<file path="src/hw/rtl/vpfa_pkg.sv">
// ----------------------------------------------------------------------------
// vpfa_pkg
// Shared constants and types of the variable partition fit allocator.
// ----------------------------------------------------------------------------
package vpfa_pkg;

  localparam int NUM_PARTITIONS = 8;
  localparam int SIZE_WIDTH     = 16;
  localparam int SEL_W          = 3;
  localparam int COUNT_W        = 4;
  localparam int CFG_IDX_W      = 1;
  localparam int CFG_DATA_W     = 4;

  typedef enum logic [1:0] {
    POL_FIRST = 2'd0,
    POL_NEXT  = 2'd1,
    POL_BEST  = 2'd2,
    POL_WORST = 2'd3
  } policy_t;

  localparam logic ACT_LOAD  = 1'b0;
  localparam logic ACT_ALLOC = 1'b1;

  localparam logic [CFG_IDX_W-1:0] REG_POLICY          = 1'b0;
  localparam logic [CFG_IDX_W-1:0] REG_PARTITION_COUNT = 1'b1;

  typedef struct packed {
    logic                  we;
    logic [SEL_W-1:0]      addr;
    logic [SIZE_WIDTH-1:0] data;
  } ram_wr_t;

endpackage

</file>
<file path="src/hw/rtl/vpfa_if.sv">
// ----------------------------------------------------------------------------
// vpfa_in_if / vpfa_out_if
// Valid/ready channels for request items and result items.
// ----------------------------------------------------------------------------
interface vpfa_in_if;
  import vpfa_pkg::*;
  logic                  valid;
  logic                  ready;
  logic                  action;
  logic [SEL_W-1:0]      partition_select;
  logic [SIZE_WIDTH-1:0] amount;

  modport source (output valid, output action, output partition_select,
                  output amount, input ready);
  modport sink (input valid, input action, input partition_select,
                input amount, output ready);
endinterface

interface vpfa_out_if;
  import vpfa_pkg::*;
  logic                  valid;
  logic                  ready;
  logic                  granted;
  logic [SEL_W-1:0]      chosen_partition;
  logic [SIZE_WIDTH-1:0] space_left;

  modport source (output valid, output granted, output chosen_partition,
                  output space_left, input ready);
  modport sink (input valid, input granted, input chosen_partition,
                input space_left, output ready);
endinterface

</file>
<file path="src/hw/rtl/vpfa_ram.sv">
// ----------------------------------------------------------------------------
// vpfa_ram
// Free-space memory: one write port and one read port with registered data.
// ----------------------------------------------------------------------------
module vpfa_ram
  import vpfa_pkg::*;
(
  input  logic                  clk,
  input  ram_wr_t               wr,
  input  logic [SEL_W-1:0]      raddr,
  output logic [SIZE_WIDTH-1:0] rdata
);

  logic [SIZE_WIDTH-1:0] mem [NUM_PARTITIONS];

  always_ff @(posedge clk) begin
    if (wr.we) begin
      mem[wr.addr] <= wr.data;
    end
    rdata <= mem[raddr];
  end

endmodule

</file>
<file path="src/hw/rtl/vpfa_ctrl.sv">
// ----------------------------------------------------------------------------
// vpfa_ctrl
// Sequencer that loads free space, or scans the free-space memory, picks a
// partition under the selected policy and writes the updated free space back.
// ----------------------------------------------------------------------------
module vpfa_ctrl
  import vpfa_pkg::*;
(
  input  logic                  clk,
  input  logic                  rst_n,
  input  logic                  cfg_we,
  input  logic [CFG_IDX_W-1:0]  cfg_index,
  input  logic [CFG_DATA_W-1:0] cfg_wdata,
  vpfa_in_if.sink               in_ch,
  vpfa_out_if.source            out_ch,
  output ram_wr_t               ram_wr,
  output logic [SEL_W-1:0]      ram_raddr,
  input  logic [SIZE_WIDTH-1:0] ram_rdata
);

  typedef enum logic [3:0] {
    ST_IDLE   = 4'b0001,
    ST_SCAN   = 4'b0010,
    ST_DRAIN  = 4'b0100,
    ST_FINISH = 4'b1000
  } state_t;

  function automatic logic [SEL_W-1:0] wrap_next(input logic [SEL_W-1:0] j,
                                                 input logic [COUNT_W-1:0] n);
    logic [COUNT_W-1:0] j1;
    j1 = {1'b0, j} + COUNT_W'(1);
    return (j1 < n) ? j1[SEL_W-1:0] : '0;
  endfunction

  state_t                state_r, state_nxt;
  policy_t               policy_r, policy_nxt;
  logic [COUNT_W-1:0]    count_r, count_nxt;
  logic [SEL_W-1:0]      next_start_r, next_start_nxt;
  logic                  act_r, act_nxt;
  logic [SEL_W-1:0]      sel_r, sel_nxt;
  logic [SIZE_WIDTH-1:0] amt_r, amt_nxt;
  logic [COUNT_W-1:0]    n_r, n_nxt;
  logic [SEL_W-1:0]      k_r, k_nxt;
  logic [SEL_W-1:0]      j_r, j_nxt;
  logic                  rd_vld_r, rd_vld_nxt;
  logic [SEL_W-1:0]      rd_idx_r, rd_idx_nxt;
  logic                  found_r, found_nxt;
  logic [SEL_W-1:0]      fidx_r, fidx_nxt;
  logic [SIZE_WIDTH-1:0] ffree_r, ffree_nxt;
  logic                  ov_r, ov_nxt;
  logic                  og_r, og_nxt;
  logic [SEL_W-1:0]      oc_r, oc_nxt;
  logic [SIZE_WIDTH-1:0] os_r, os_nxt;

  logic [COUNT_W-1:0]    n_act;
  logic                  accept;
  logic                  out_free;
  logic                  load_ok;
  logic                  fits;
  logic                  better;
  logic [SIZE_WIDTH-1:0] left;

  assign n_act     = (count_r > COUNT_W'(NUM_PARTITIONS)) ? COUNT_W'(NUM_PARTITIONS)
                                                          : count_r;
  assign in_ch.ready = (state_r == ST_IDLE);
  assign accept    = in_ch.valid && in_ch.ready;
  assign out_free  = !ov_r || out_ch.ready;
  assign load_ok   = ({1'b0, sel_r} < COUNT_W'(NUM_PARTITIONS));
  assign fits      = (ram_rdata >= amt_r);
  assign better    = !found_r ||
                     ((policy_r == POL_BEST) && (ram_rdata < ffree_r)) ||
                     ((policy_r == POL_WORST) && (ram_rdata > ffree_r));
  assign left      = ffree_r - amt_r;
  assign ram_raddr = j_r;

  assign out_ch.valid            = ov_r;
  assign out_ch.granted          = og_r;
  assign out_ch.chosen_partition = oc_r;
  assign out_ch.space_left       = os_r;

  always_comb begin
    state_nxt      = state_r;
    policy_nxt     = policy_r;
    count_nxt      = count_r;
    next_start_nxt = next_start_r;
    act_nxt        = act_r;
    sel_nxt        = sel_r;
    amt_nxt        = amt_r;
    n_nxt          = n_r;
    k_nxt          = k_r;
    j_nxt          = j_r;
    rd_vld_nxt     = 1'b0;
    rd_idx_nxt     = rd_idx_r;
    found_nxt      = found_r;
    fidx_nxt       = fidx_r;
    ffree_nxt      = ffree_r;
    ov_nxt         = ov_r && !out_ch.ready;
    og_nxt         = og_r;
    oc_nxt         = oc_r;
    os_nxt         = os_r;
    ram_wr         = '0;

    if (cfg_we) begin
      if (cfg_index == REG_POLICY) begin
        policy_nxt = policy_t'(cfg_wdata[1:0]);
      end else begin
        count_nxt = cfg_wdata;
      end
    end

    if (rd_vld_r && fits && better) begin
      found_nxt = 1'b1;
      fidx_nxt  = rd_idx_r;
      ffree_nxt = ram_rdata;
    end

    case (state_r)
      ST_IDLE: begin
        if (accept) begin
          act_nxt   = in_ch.action;
          sel_nxt   = in_ch.partition_select;
          amt_nxt   = in_ch.amount;
          n_nxt     = n_act;
          found_nxt = 1'b0;
          fidx_nxt  = '0;
          ffree_nxt = '0;
          k_nxt     = '0;
          j_nxt     = ((policy_r == POL_NEXT) && ({1'b0, next_start_r} < n_act))
                      ? next_start_r : '0;
          if ((in_ch.action == ACT_LOAD) || (n_act == '0)) begin
            state_nxt = ST_FINISH;
          end else begin
            state_nxt = ST_SCAN;
          end
        end
      end
      ST_SCAN: begin
        rd_vld_nxt = 1'b1;
        rd_idx_nxt = j_r;
        j_nxt      = wrap_next(j_r, n_r);
        k_nxt      = k_r + SEL_W'(1);
        if (({1'b0, k_r} + COUNT_W'(1)) == n_r) begin
          state_nxt = ST_DRAIN;
        end
      end
      ST_DRAIN: begin
        state_nxt = ST_FINISH;
      end
      ST_FINISH: begin
        if (out_free) begin
          ov_nxt    = 1'b1;
          state_nxt = ST_IDLE;
          if (act_r == ACT_LOAD) begin
            og_nxt = 1'b0;
            oc_nxt = sel_r;
            os_nxt = load_ok ? amt_r : '0;
            if (load_ok) begin
              ram_wr.we   = 1'b1;
              ram_wr.addr = sel_r;
              ram_wr.data = amt_r;
              if (sel_r == '0) begin
                next_start_nxt = '0;
              end
            end
          end else if (found_r) begin
            og_nxt         = 1'b1;
            oc_nxt         = fidx_r;
            os_nxt         = left;
            ram_wr.we      = 1'b1;
            ram_wr.addr    = fidx_r;
            ram_wr.data    = left;
            next_start_nxt = wrap_next(fidx_r, n_r);
          end else begin
            og_nxt = 1'b0;
            oc_nxt = '0;
            os_nxt = '0;
          end
        end
      end
      default: begin
        state_nxt = ST_IDLE;
      end
    endcase
  end

  always_ff @(posedge clk) begin
    if (!rst_n) begin
      state_r      <= ST_IDLE;
      policy_r     <= POL_FIRST;
      count_r      <= COUNT_W'(NUM_PARTITIONS);
      next_start_r <= '0;
      rd_vld_r     <= 1'b0;
      ov_r         <= 1'b0;
      found_r      <= 1'b0;
    end else begin
      state_r      <= state_nxt;
      policy_r     <= policy_nxt;
      count_r      <= count_nxt;
      next_start_r <= next_start_nxt;
      rd_vld_r     <= rd_vld_nxt;
      ov_r         <= ov_nxt;
      found_r      <= found_nxt;
    end
  end

  always_ff @(posedge clk) begin
    act_r    <= act_nxt;
    sel_r    <= sel_nxt;
    amt_r    <= amt_nxt;
    n_r      <= n_nxt;
    k_r      <= k_nxt;
    j_r      <= j_nxt;
    rd_idx_r <= rd_idx_nxt;
    fidx_r   <= fidx_nxt;
    ffree_r  <= ffree_nxt;
    og_r     <= og_nxt;
    oc_r     <= oc_nxt;
    os_r     <= os_nxt;
  end

endmodule

</file>
<file path="src/hw/rtl/variable_partition_fit_allocator.sv">
// ----------------------------------------------------------------------------
// variable_partition_fit_allocator
// Partition allocator with first, next, best and worst fit placement.
// ----------------------------------------------------------------------------
// A load item goes to the finish state, which registers its result once the
// output is free. An allocate item first scans the n partitions in use,
// walking the single memory read port one entry a cycle, then drains and
// finishes alike. The next item can be accepted once its result is valid.
// Synchronous active-low reset restores policy, count and next-fit start;
// the free-space memory is not cleared and holds nothing until loaded.
module variable_partition_fit_allocator
  import vpfa_pkg::*;
(
  input  logic                  clk,
  input  logic                  rst_n,
  input  logic                  cfg_we,
  input  logic [CFG_IDX_W-1:0]  cfg_index,
  input  logic [CFG_DATA_W-1:0] cfg_wdata,
  vpfa_in_if.sink               in_ch,
  vpfa_out_if.source            out_ch
);

  ram_wr_t               ram_wr;
  logic [SEL_W-1:0]      ram_raddr;
  logic [SIZE_WIDTH-1:0] ram_rdata;

  vpfa_ctrl u_ctrl (
    .clk       (clk),
    .rst_n     (rst_n),
    .cfg_we    (cfg_we),
    .cfg_index (cfg_index),
    .cfg_wdata (cfg_wdata),
    .in_ch     (in_ch),
    .out_ch    (out_ch),
    .ram_wr    (ram_wr),
    .ram_raddr (ram_raddr),
    .ram_rdata (ram_rdata)
  );

  vpfa_ram u_ram (
    .clk   (clk),
    .wr    (ram_wr),
    .raddr (ram_raddr),
    .rdata (ram_rdata)
  );

endmodule

</file>
<file path="src/flat_wrapper.sv">
// flat-port wrapper written by rule: the top's interface ports become plain ports
module variable_partition_fit_allocator_flat import vpfa_pkg::*;
  (clk, rst_n, cfg_we, cfg_index, cfg_wdata, in_ch_valid, in_ch_action, in_ch_partition_select, in_ch_amount, in_ch_ready, out_ch_valid, out_ch_granted, out_ch_chosen_partition, out_ch_space_left, out_ch_ready);
  vpfa_in_if in_ch_i ();
  vpfa_out_if out_ch_i ();
  input  logic clk;
  input  logic rst_n;
  input  logic cfg_we;
  input  logic [CFG_IDX_W-1:0] cfg_index;
  input  logic [CFG_DATA_W-1:0] cfg_wdata;
  input wire logic [$bits(in_ch_i.valid)-1:0] in_ch_valid;
  input wire logic [$bits(in_ch_i.action)-1:0] in_ch_action;
  input wire logic [$bits(in_ch_i.partition_select)-1:0] in_ch_partition_select;
  input wire logic [$bits(in_ch_i.amount)-1:0] in_ch_amount;
  output wire logic [$bits(in_ch_i.ready)-1:0] in_ch_ready;
  output wire logic [$bits(out_ch_i.valid)-1:0] out_ch_valid;
  output wire logic [$bits(out_ch_i.granted)-1:0] out_ch_granted;
  output wire logic [$bits(out_ch_i.chosen_partition)-1:0] out_ch_chosen_partition;
  output wire logic [$bits(out_ch_i.space_left)-1:0] out_ch_space_left;
  input wire logic [$bits(out_ch_i.ready)-1:0] out_ch_ready;
  assign in_ch_i.valid = in_ch_valid;
  assign in_ch_i.action = in_ch_action;
  assign in_ch_i.partition_select = in_ch_partition_select;
  assign in_ch_i.amount = in_ch_amount;
  assign in_ch_ready = in_ch_i.ready;
  assign out_ch_valid = out_ch_i.valid;
  assign out_ch_granted = out_ch_i.granted;
  assign out_ch_chosen_partition = out_ch_i.chosen_partition;
  assign out_ch_space_left = out_ch_i.space_left;
  assign out_ch_i.ready = out_ch_ready;
  variable_partition_fit_allocator u_core (.clk(clk), .rst_n(rst_n), .cfg_we(cfg_we), .cfg_index(cfg_index), .cfg_wdata(cfg_wdata), .in_ch(in_ch_i), .out_ch(out_ch_i));
endmodule
</file>
<file path="config.mk">
export PLATFORM = sky130hd
export DESIGN_NAME = variable_partition_fit_allocator_flat
export DESIGN_NICKNAME = d
export VERILOG_FILES = /design/src/hw/rtl/vpfa_pkg.sv /design/src/hw/rtl/vpfa_if.sv /design/src/hw/rtl/vpfa_ram.sv /design/src/hw/rtl/vpfa_ctrl.sv /design/src/hw/rtl/variable_partition_fit_allocator.sv /design/src/flat_wrapper.sv
export SDC_FILE = /design/constraint.sdc
export NUM_CORES = 1
export LEC_CHECK = 0
export ABC_CLOCK_PERIOD_IN_PS = 3600
export BUFFER_PORTS_ARGS = -buffer_cell sky130_fd_sc_hd__buf_4
export CAP_MARGIN = 0
export CORE_MARGIN = 1
export CORE_UTILIZATION = 60
export DETAILED_ROUTE_END_ITERATION = 12
export PLACE_DENSITY_LB_ADDON = 0.15
export SYNTH_ARGS = -nofsm -noshare
export SYNTH_HDL_FRONTEND = slang
export SYNTH_HIERARCHICAL = 1
export SYNTH_SLANG_ARGS = --single-unit
</file>
<file path="constraint.sdc">
create_clock -name clk -period 3.6 [get_ports clk]
set_clock_uncertainty 0.05 [all_clocks]
set_input_delay 0.18 -clock clk [delete_from_list [all_inputs] [get_ports clk]]
set_output_delay 0.18 -clock clk [all_outputs]
set_load 0.02 [all_outputs]
</file>
==> impl_metrics.json <==
{
  "global_route_wire_length_before_repair_um": 37100,
  "whs_ps": 327,
  "drv_slew": 0,
  "clock_latency_on_the_worst_skew_pair_ps": 530,
  "area_added_between_synthesis_and_finish_pct": 17.5,
  "detailedRoute.firstIterationViolations": 543,
  "combinationalPowerShare": 0.083,
  "critical_path.n_buffers_inverters": 1,
  "initial_core_util": 0.613,
  "startpoint_class_of_the_critical_path": "register",
  "antenna_violating_nets_post_route": 0,
  "drive_gt1_frac": 0.162,
  "hold_viol": 0,
  "hp-class": "in -> reg",
  "number_of_max_cap_violations": 0,
  "worstPathCellList": "ha_1, inv_1, fa_1, a21o_1, a21oi_1, o21ai_0, a41oi_1, xnor2_1, nand2_1, a21oi_1",
  "syn_avg_cell_area_um2": 13.9,
  "synthFlopType": "edfxtp_1",
  "power.share.sequential": 0.502,
  "synth_fp_nets": 854,
  "buffer_ports.inserted": 51,
  "final_cycle_utilization_of_the_critical_path": 0.845,
  "crit_path_max_incr_delay_ps": 430,
  "routabilityCongestion": 0.884,
  "async_reset_ff_frac": 0,
  "power.ir.vdd_worst_uv": 538,
  "clkPwrFrac": 0.414,
  "synth-warning-count": 6,
  "switching_share": 0.229,
  "detail_route.wl_per_cell_um": 21.7,
  "global_route_usage_sum": 0.276,
  "globalRoute.totalOverflow": 0,
  "chipWidth_um": 135,
  "viasPerCell": 6.00,
  "design.die.area_mm2": 0.0182,
  "p_int_w": 0.00455,
  "first_global_vias": 6612,
  "cts_max_path_buffers": 3,
  "grt_max_degree": 44,
  "cts.sinks": 232,
  "fillers": 1127,
  "cts-root-buf": "clkbuf_16",
  "rsz_0062_raised_after_global_routing": "false",
  "ctsHtreeMaxLevel": 1,
  "antenna_cells": 0,
  "synth_edf_count": 181,
  "synth.lib_cells_used.distinct": 64,
  "timing.critical_path.fanout_max": 8,
  "drtPass1Iterations": 5,
  "critical_path.top_delay_family": "compound AO/OA/AOI/OAI gates",
  "worst_slew_pin_slew_ps": 794,
  "final-setup-viol-count": 0,
  "die_height_um": 135,
  "ctsResizeCount": 0,
  "synth.yosys.seq_area_share": 0.609,
  "most_frequent_cells_in_the_layout": "edfxtp_1 (181), buf_4 (72), inv_1 (59), ha_1 (58), nand2_1 (52)",
  "endpoint_kind": "register",
  "placed_area_mm2": 0.0113,
  "cts.reportedPaths.clkPinSlew_ps": 60,
  "place_hpwl_um": 15900,
  "crit_arrival_ps": 3260,
  "finish.net_count": 962,
  "crit_type": "reg -> reg",
  "max-slew-margin-rel": 0.471,
  "critical-path-slowest-cell": "a21oi_1",
  "design.core.area_mm2": 0.0173,
  "number_of_antenna_violations_at_the_first_check_in_global_routing": 1,
  "vias": 6693,
  "yosys_register_bits": 232,
  "max_freq_mhz": 329,
  "wl_um": 24200,
  "power_per_cell_area_mw_per_mm2": 474,
  "fin_crit_ps": 3040,
  "layout.cells.most_common": "edfxtp_1",
  "rows": 48,
  "top_level_ports": 52,
  "drcViolationCount": 0,
  "setup_tns_ps": 0,
  "outcome": "finished clean",
  "switchingPower_w": 0.00135,
  "cts_tree": "yes",
  "req_time_crit_path_ps": 3820,
  "leakagePower_nw": 5.15,
  "final_cell_area_mm2": 0.0125,
  "crit_path_frequent_cell": "a21oi_1",
  "synth_area_mm2": 0.0106,
  "numCtsBuffers": 24,
  "synth_cells": 765
}
==> flip-flops by register name, indices dropped and copies added (netlist names) <==
name and count:
u_core/u_ctrl/k_r 3, u_core/u_ctrl/policy_r 2, u_core/u_ctrl/state_r 4, u_core/u_ctrl/sel_r 3, u_core/u_ctrl/ram_raddr 3, u_core/u_ctrl/amt_r 16
u_core/u_ctrl/out_ch.chosen_partition 3, u_core/u_ctrl/count_r 4, u_core/u_ctrl/found_r 1, u_core/u_ctrl/ffree_r 16, u_core/u_ctrl/out_ch.granted 1, u_core/u_ctrl/act_r 1
u_core/u_ctrl/rd_idx_r 3, u_core/u_ctrl/rd_vld_r 1, u_core/u_ctrl/n_r 4, u_core/u_ctrl/fidx_r 3, u_core/u_ctrl/out_ch.space_left 16, u_core/u_ram/mem 128
u_core/u_ctrl/next_start_r 3, u_core/u_ctrl/out_ch.valid 1, u_core/u_ram/rdata 16
==> layer usage <==
metal,routed length [um],share of wire,GRT usage,up-vias
met5,0,0,0,-
met4,506,0.021,0.0824,0
met3,1270,0.052,0.0450,41
met2,11700,0.48,0.448,188
met1,10800,0.44,0.386,3340
li1,-,-,-,3124
==> cell families (layout without fill, tap and decap cells) <==
group	after synthesis	count (layout)	synth area share
and+or+nand+nor	162	162	0.0774
AOI/OAI and AO/OA	155	155	0.0917
buffers and inverters	85	211	0.0346
muxes	53	53	0.101
adders and majority gates	59	59	0.0704
xor gates and xnor gates	19	19	0.0157
DFF	232	232	0.609
==> cell usage after synthesis, types with 3 or more instances <==
| master | count | share of area |
|---|---|---|
| nor2_1 | 15 | 0.0053 |
| nor3_1 | 3 | 0.0014 |
| a21o_1 | 9 | 0.0064 |
| nand4_1 | 7 | 0.0041 |
| buf_6 | 4 | 0.0042 |
| a31oi_1 | 3 | 0.0018 |
| mux4_2 | 4 | 0.0085 |
| a22oi_1 | 3 | 0.0021 |
| o22ai_1 | 9 | 0.0053 |
| nand3_1 | 32 | 0.015 |
| ha_1 | 58 | 0.068 |
| o21ai_0 | 37 | 0.017 |
| a21oi_1 | 50 | 0.024 |
| clkbuf_1 | 10 | 0.0035 |
| o21a_1 | 5 | 0.0035 |
| mux4_1 | 28 | 0.069 |
| nor4_1 | 3 | 0.0018 |
| inv_1 | 59 | 0.021 |
| xnor2_1 | 15 | 0.012 |
| dfxtp_1 | 51 | 0.096 |
| and3_1 | 5 | 0.0030 |
| edfxtp_1 | 181 | 0.51 |
| buf_2 | 3 | 0.0014 |
| nand2b_1 | 14 | 0.0083 |
| a21boi_0 | 6 | 0.0042 |
| xor2_1 | 4 | 0.0033 |
| and2_1 | 8 | 0.0047 |
| buf_4 | 3 | 0.0021 |
| mux2_2 | 16 | 0.017 |
| nand2_1 | 52 | 0.018 |
| nor2b_1 | 17 | 0.010 |
| o211ai_1 | 5 | 0.0035 |
| a211oi_1 | 4 | 0.0028 |
| buf_1 | 4 | 0.0014 |
==> worst reg2reg max path, stage by stage, from the launching register on <==
cell and delay, ps:
edfxtp_1 410, ha_1 190, inv_1 50, fa_1 400
a21o_1 180, a21oi_1 250, o21ai_0 270, a41oi_1 320
xnor2_1 140, nand2_1 90, a21oi_1 430
==> power groups by stage <==
stage / registers (W) / clock network, W / logic, W
floorplan: 0.00302 / 0 / 0.000307
global placement: 0.00302 / 0 / 0.000441
detailed placement: 0.00302 / 0 / 0.000452
CTS: 0.00296 / 0.00247 / 0.000487
global route: 0.00297 / 0.00258 / 0.000533
finish: 0.00297 / 0.00245 / 0.000491
==> layout make-up <==
type	count	area, um2	area share
multi-input combinational	448	3780	0.304
sequential	232	6460	0.518
tap	225	282	0.0226
timing repair buffer	108	901	0.0723
clock inverter	8	80.1	0.00643
inverter	59	221	0.0178
clock buffer	36	727	0.0584
==> metrics by stage <==
step | cells | setup WS (ps) | utilization | power [W]
after floorplan | 765 | 292 | - | 0.00332
after detailed placement | 1036 | 579 | 0.652 | 0.00347
final | 1116 | 559 | 0.720 | 0.00590
after global routing | 1116 | 245 | 0.720 | 0.00608
after global placement | 1036 | 694 | 0.652 | 0.00346
after CTS | 1116 | 546 | 0.720 | 0.00592
==> path summary, 6_finish.rpt <==
kind	start	end	slack, ps	depth (start not counted)
setup / recovery	u_core/u_ctrl/amt_r[0]	u_core/u_ram/mem[4][12]	560	10
hold / removal	in_ch_amount[5]	u_core/u_ctrl/amt_r[5]	330	2
setup reg to reg	u_core/u_ctrl/amt_r[0]	u_core/u_ram/mem[4][12]	560	10
hold reg to reg	u_core/u_ctrl/ffree_r[0]	u_core/u_ctrl/ffree_r[0]	450	2
==> repair_timing <==
| action | in CTS | in global routing |
|---|---|---|
| hold buffers | 36 | 0 |
| buffers inserted | 0 | 0 |
| endpoints found under the hold margin | 35 | 0 |
Power figures use the tool's default switching activity.
